**src/rtl/core/pvd_pkg.sv**
```systemverilog
// Types and constants shared by the prefix varint decoder.
package pvd_pkg;

    localparam int MaxPrefixOnes = 6;
    localparam int BitsPerExtra  = 7;
    localparam int FirstMagBits  = 6;
    localparam int AccWidth      = 48;
    localparam int ValueWidth    = 49;
    localparam int LenWidth      = 3;

    typedef struct packed {
        logic [7:0] byte_in;
        logic       restart;
    } pvd_in_t;

    typedef struct packed {
        logic signed [ValueWidth-1:0] value;
        logic [LenWidth-1:0]          byte_count;
    } pvd_out_t;

    typedef struct packed {
        logic [LenWidth-1:0] bytes_left;
        logic [AccWidth-1:0] accumulator;
        logic                sign_flag;
        logic [LenWidth-1:0] total_length;
    } pvd_state_t;

    typedef struct packed {
        logic     res_valid;
        pvd_out_t res;
    } pvd_dec_t;

endpackage

```
**src/rtl/core/prefix_varint_decoder_core.sv**
```systemverilog
// Prefix varint decoder top level: decode state, result register and skid stage.
// A result is registered from the beat with its last byte, or in the skid register if stalled.
// Throughput: one byte per cycle while s_ready is high; a single decode step sits between state and result register.
// A skid register holds one more result while m_ready is low; s_ready drops only when it is full.
// Reset: synchronous active-low aresetn clears decode state and both valid flags.
module prefix_varint_decoder_core (
    input  logic              aclk,
    input  logic              aresetn,
    input  logic              s_valid,
    output logic              s_ready,
    input  pvd_pkg::pvd_in_t  s_data,
    output logic              m_valid,
    input  logic              m_ready,
    output pvd_pkg::pvd_out_t m_data
);

    pvd_pkg::pvd_state_t state_reg;
    pvd_pkg::pvd_state_t state_next;
    pvd_pkg::pvd_dec_t   dec;
    pvd_pkg::pvd_out_t   m_data_reg;
    pvd_pkg::pvd_out_t   skid_reg;
    logic                m_valid_reg;
    logic                skid_valid_reg;
    logic                s_fire;
    logic                res_fire;
    logic                m_free;

    pvd_decode u_decode (
        .in_beat    (s_data),
        .state_cur  (state_reg),
        .state_next (state_next),
        .dec        (dec)
    );

    assign s_ready  = !skid_valid_reg;
    assign s_fire   = s_valid && s_ready;
    assign res_fire = s_fire && dec.res_valid;
    assign m_free   = !m_valid_reg || m_ready;

    always_ff @(posedge aclk) begin
        if (!aresetn) begin
            state_reg      <= '0;
            m_valid_reg    <= 1'b0;
            skid_valid_reg <= 1'b0;
        end else begin
            if (s_fire) begin
                state_reg <= state_next;
            end
            if (m_free) begin
                if (skid_valid_reg) begin
                    m_valid_reg    <= 1'b1;
                    m_data_reg     <= skid_reg;
                    skid_valid_reg <= 1'b0;
                end else begin
                    m_valid_reg <= res_fire;
                    m_data_reg  <= dec.res;
                end
            end else if (res_fire) begin
                skid_reg       <= dec.res;
                skid_valid_reg <= 1'b1;
            end
        end
    end

    assign m_valid = m_valid_reg;
    assign m_data  = m_data_reg;

    a_skid_implies_out: assert property (@(posedge aclk) disable iff (!aresetn)
        skid_valid_reg |-> m_valid_reg)
        else $error("skid holds a beat while output register is empty");

    a_left_range: assert property (@(posedge aclk) disable iff (!aresetn)
        state_reg.bytes_left <= 3'(pvd_pkg::MaxPrefixOnes))
        else $error("bytes_left exceeds prefix limit");

    a_result_ends_int: assert property (@(posedge aclk) disable iff (!aresetn)
        res_fire |=> (state_reg.bytes_left == '0))
        else $error("result emitted but integer not finished");

    a_count_nonzero: assert property (@(posedge aclk) disable iff (!aresetn)
        m_valid_reg |-> (m_data_reg.byte_count != '0))
        else $error("result with zero byte count");

    a_no_drop: assert property (@(posedge aclk) disable iff (!aresetn)
        (m_valid_reg && !m_ready && res_fire) |=> skid_valid_reg)
        else $error("result lost while output stalled");

endmodule

```
**src/rtl/core/pvd_decode.sv**
```systemverilog
// Per-byte decode step: prefix count, accumulate, and value formation.
module pvd_decode (
    input  pvd_pkg::pvd_in_t    in_beat,
    input  pvd_pkg::pvd_state_t state_cur,
    output pvd_pkg::pvd_state_t state_next,
    output pvd_pkg::pvd_dec_t   dec
);

    logic [7:0]                    b;
    logic [2:0]                    ones;
    logic [2:0]                    pos;
    logic [7:0]                    low_mask;
    logic [2:0]                    extra;
    logic [5:0]                    mag_bits;
    logic [pvd_pkg::ValueWidth-1:0] offset;
    logic [pvd_pkg::ValueWidth-1:0] diff;

    assign b = in_beat.byte_in;

    always_comb begin
        priority if (!b[7]) begin
            ones = 3'd0;
        end else if (!b[6]) begin
            ones = 3'd1;
        end else if (!b[5]) begin
            ones = 3'd2;
        end else if (!b[4]) begin
            ones = 3'd3;
        end else if (!b[3]) begin
            ones = 3'd4;
        end else if (!b[2]) begin
            ones = 3'd5;
        end else begin
            ones = 3'(pvd_pkg::MaxPrefixOnes);
        end
    end

    assign pos      = 3'(pvd_pkg::FirstMagBits) - ones;
    assign low_mask = (8'd1 << pos) - 8'd1;

    always_comb begin
        state_next = state_cur;
        if (in_beat.restart || (state_cur.bytes_left == '0)) begin
            state_next.sign_flag    = b[pos];
            state_next.accumulator  = pvd_pkg::AccWidth'(b & low_mask);
            state_next.total_length = ones + 3'd1;
            state_next.bytes_left   = ones;
        end else begin
            state_next.accumulator  = {state_cur.accumulator[pvd_pkg::AccWidth-9:0], b};
            state_next.bytes_left   = state_cur.bytes_left - 3'd1;
        end
    end

    // value = magnitude - sign * 2^(6 + 7 * (length - 1))
    assign extra    = state_next.total_length - 3'd1;
    assign mag_bits = 6'(pvd_pkg::FirstMagBits) + 6'(pvd_pkg::BitsPerExtra) * {3'd0, extra};
    assign offset   = pvd_pkg::ValueWidth'(state_next.sign_flag) << mag_bits;
    assign diff     = {1'b0, state_next.accumulator} - offset;

    assign dec.res_valid      = (state_next.bytes_left == '0);
    assign dec.res.value      = $signed(diff);
    assign dec.res.byte_count = state_next.total_length;

endmodule
```
**config.mk**
```make
export PLATFORM = sky130hd
export DESIGN_NAME = prefix_varint_decoder_core
export DESIGN_NICKNAME = d
export VERILOG_FILES = /design/src/rtl/core/pvd_pkg.sv /design/src/rtl/core/prefix_varint_decoder_core.sv /design/src/rtl/core/pvd_decode.sv
export SDC_FILE = /design/constraint.sdc
export NUM_CORES = 1
export LEC_CHECK = 0
export ABC_CLOCK_PERIOD_IN_PS = 20200
export BUFFER_PORTS_ARGS = -buffer_cell sky130_fd_sc_hd__buf_2
export CORE_MARGIN = 8
export CORE_UTILIZATION = 34
export CTS_CLUSTER_SIZE = 40
export DETAILED_ROUTE_END_ITERATION = 8
export GPL_TIMING_DRIVEN = 0
export PLACE_DENSITY = 0.53
export SYNTH_ARGS = -nofsm -noshare
export SYNTH_HDL_FRONTEND = slang
export SYNTH_HIERARCHICAL = 1
export SYNTH_SLANG_ARGS = --single-unit
```
**constraint.sdc**
```tcl
create_clock -name aclk -period 20.2 [get_ports aclk]
set_input_delay 4.04 -clock aclk [delete_from_list [all_inputs] [get_ports aclk]]
set_output_delay 4.04 -clock aclk [all_outputs]
set_load 0.1 [all_outputs]
```
# Word level (Yosys, flattened, before mapping)
# Cells that the tools add are included.
# word_totals
latch_bits	0
wordCells	47
rom_bits	0
out_inout_bits	54
mem_bits_rw	0
memories	0
ff_bits	153
in_bits	13
# op_classes
eq_ne	0
add_sub_neg	7
reduce_logical	11
bitwise	3
mul	1
div_mod_pow	0
magnitude_cmp	1
n_shift	2
mux	12
# ops
op	n
two-way mux 52 bit	1
two-way mux 51 bit	1
left shift 1 x 6 -> 49 bit	1
subtractor 48 x 49 -> 49 bit	1
two-way mux 3 bit	5
bitwise AND 8 bit	1
left shift 1 x 3 -> 8 bit, first input constant	1
subtractor 8 x 1 -> 8 bit, second input constant	1
adder 3 x 6 -> 6 bit, first input constant	1
logical NOT 3 bit	2
multiplier 3 x 3 -> 6 bit, first input constant	1
subtractor 3 x 1 -> 3 bit, second input constant	2
less-than comparator 3 x 4 -> 1 bit, second input constant	1
two-way mux 4 bit	1
adder 3 x 1 -> 3 bit, second input constant	1
binary-select mux 1 bit (select 3 bit)	1
AND reduction 3 bit	1
subtractor 3 bit, first input constant	1
logical AND 1 bit	2
logical NOT 1 bit	2
logical OR 1 bit	2
two-way mux 1 bit	2
two-way mux 2 bit	1
inverter 1 bit	2
2 further kinds	2

# Longest topological paths before layout
# logic_depth
depth_word	16
depth_mapped	31
mapped_depth_nobuf	30

# Cells and area by module
# The synthesis kept the hierarchy.
# modules_own_cells
module	area_each_um2	n_inst	cells_each
prefix_varint_decoder_core	5760.5	1	413
pvd_decode	4152.7	1	629

# Worst setup path before layout
# No wires, ideal clock.
# synth_timing
path_kind	input-to-reg
startpoint	input port s_data[0] (netlist bit)
endpoint	register skid_reg[0] (netlist bit) (enable)
cell_stages	7
t_required_ns	19.609
path_buffers	1
setup_slack_ns	9.665
setup_time_ns	0.591
t_arrival_ns	9.944
path_cell_list	or2_2 > buf_2 > nand2_1 > o21ai_0 > nor3_1 > nand2_1 > nor4_1
# synth_rtl
item	line_no	text
from (decl)	prefix_varint_decoder_core.sv:11	input pvd_pkg::pvd_in_t s_data,
to (signal assigned)	prefix_varint_decoder_core.sv:59	skid_reg <= dec.res;
to (decl)	prefix_varint_decoder_core.sv:21	pvd_pkg::pvd_out_t skid_reg;

==> flow_summary.toml <==
[setup_path]
arrival_ps = 11150
critical_path.endpoint_type = "flip-flop"
crit_required_ps = 20380
r2r-end = "m_data[44]$_DFFE_PP_"
path_max_fanout = 8
crit_type = "in -> reg"
rr_startpoint = "state_reg[52]$_SDFFE_PN0P_"
regToRegSetupSlack_ps = 12240
reg2reg_depth = 29
start_kind = "input pin"

[route]
drtAntennaViolNets = 0
drtIter0Drc = 390
vias = 7409
remaining_drc_errors = 0
finalWirelength_mm = 23.1
wl_per_cell_um = 15.3
firstDrtPassIters = 5
vias_per_cell = 4.88

[yosys]
synth_cells = 1010
syn_area_um2 = 9650
synth.avg_cell_area_um2 = 9.56
yosys_warnings = 6

[timing]
period_share = 0.543
maxSlewHeadroom = 0.206
period_needed_ps = 10980
max_freq_mhz = 91.1
setup_tns_ps = 0
clock-skew-final_ps = 10.4
tightest_slew_ps = 1180
setup_viol = 0
rsz0062_at_grt = "no"
finalHoldViolations = 0
slew_violations = 0

[cts]
post_cts_resized = 0
clk_pin_slew_ps = 60
clkLatencyLatePin_ps = 420
cts_tree = "done"
clockBufferDepth = 2
postCtsHoldBufs = 0
cts.sinks = 153
post_cts_buffers = 0
cts_inserted_buffers = 17
htree_levels = 4
cts-root-buf = "clkbuf_16"

[layout]
fin_nets = 1204
drive_above_1_share = 0.180
n_fill_cell = 2812
multi_input_area_um2 = 5260
final_common_cell = "nand2_1"
n_antenna_cell = 0
seq_area_um2 = 4100
final_cell_mix = "nand2_1, a21oi_1, edfxtp_1, buf_2, ha_1"
final_area_um2 = 11200
syn_to_final_growth_pct = 16.2

[placed_design]
io_buffers = 66
dpl_cell_area_um2 = 10600
gp_congestion = 0.859
dpl.hpwl_mm = 17.8

[global_route]
grt_max_degree = 32
grt_pass1_wl_mm = 37.9
grt_overflow_total = 0
antenna_found_initial = 0
grt_pass1_vias = 7285
track_usage = 0.138

[status]
outcome = "finished, final reports clean"

[hold_path]
min_path_type = "reg -> reg"
min_to = "state_reg[22]$_SDFFE_PN0P_"
hold_depth = 2
hp-start = "state_reg[22]$_SDFFE_PN0P_"

[die]
initial_core_util = 0.347
ios = 67
dieArea_um2 = 34000
die_y_um = 184
rows = 61
core_area_um2 = 27900
die_w_um = 184

[job]
maxCapViolations = 0

[power]
power_leakage_nw = 4.42
powerDensity_nw_per_um2 = 85.7
vdd_drop_max_uv = 50.1
==> metrics by stage <==
| step | util | worst slack (ps) | hold WS [ps] | power, mW | std cells |
|---|---|---|---|---|---|
| after floorplan | - | 9660 | 432 | 0.584 | 1034 |
| after global placement | 0.379 | 6570 | 437 | 0.640 | 1478 |
| after detailed placement | 0.381 | 8850 | 442 | 0.643 | 1485 |
| after CTS | 0.403 | 9280 | 450 | 0.973 | 1517 |
| after global routing | 0.403 | 8890 | 467 | 1.01 | 1517 |
| final | 0.403 | 9220 | 448 | 0.961 | 1517 |
==> layer usage <==
metal	part of all wire	track usage
met4	0.013	0.0384
met2	0.45	0.221
met5	0	0
met1	0.50	0.188
met3	0.037	0.0264
==> power breakdown <==
part           total (mW)  internal, mW  switching, mW
clock network       0.328         0.197          0.130
logic               0.274        0.0771          0.197
registers           0.360         0.356        0.00359
total               0.961         0.631          0.331
==> worst max path at each step <==
stage,from,endpoint,slack (ps),cells after the start
6_report,s_data[4],m_data[44]$_DFFE_PP_,9220,28
5_1_grt,s_data[4],m_data[44]$_DFFE_PP_,8890,28
4_1_cts,s_data[4],m_data[44]$_DFFE_PP_,9280,28
3_5_place_dp,s_data[4],m_data[44]$_DFFE_PP_,8850,28
3_3_place_gp,s_data[4],skid_reg[24]$_DFFE_PP_,6570,9
2_1_floorplan,s_data[0],skid_reg[0]$_DFFE_PP_,9660,7
==> final cells by class <==
class,instances,area share
multi-input cells,801,0.469
flip-flops and latches,153,0.366
well taps,378,0.0422
clock buffers,20,0.0398
repair buffers,73,0.0353
plain buffers,48,0.0241
clock inverters,12,0.0134
inverters,32,0.0107
==> critical path, cell delays in order <==
cell and delay (ps):
buf_2 120, nor2b_1 130, o211ai_2 270, inv_2 120, ha_1 210, buf_4 170, xor2_4 300, mux2i_4 150
xnor2_4 210, ha_1 290, xor2_1 170, xnor2_1 160, ha_1 200, xor2_1 430, xnor2_1 140, nor4_1 720
inv_1 100, ha_1 300, nand2b_1 70, a21oi_1 310, o21a_1 270, a21oi_1 110, o41ai_1 1010, and3_1 350
o21ai_1 160, a21oi_1 150, and4b_1 210, mux2_2 250
(Power assumes the default switching activity.)
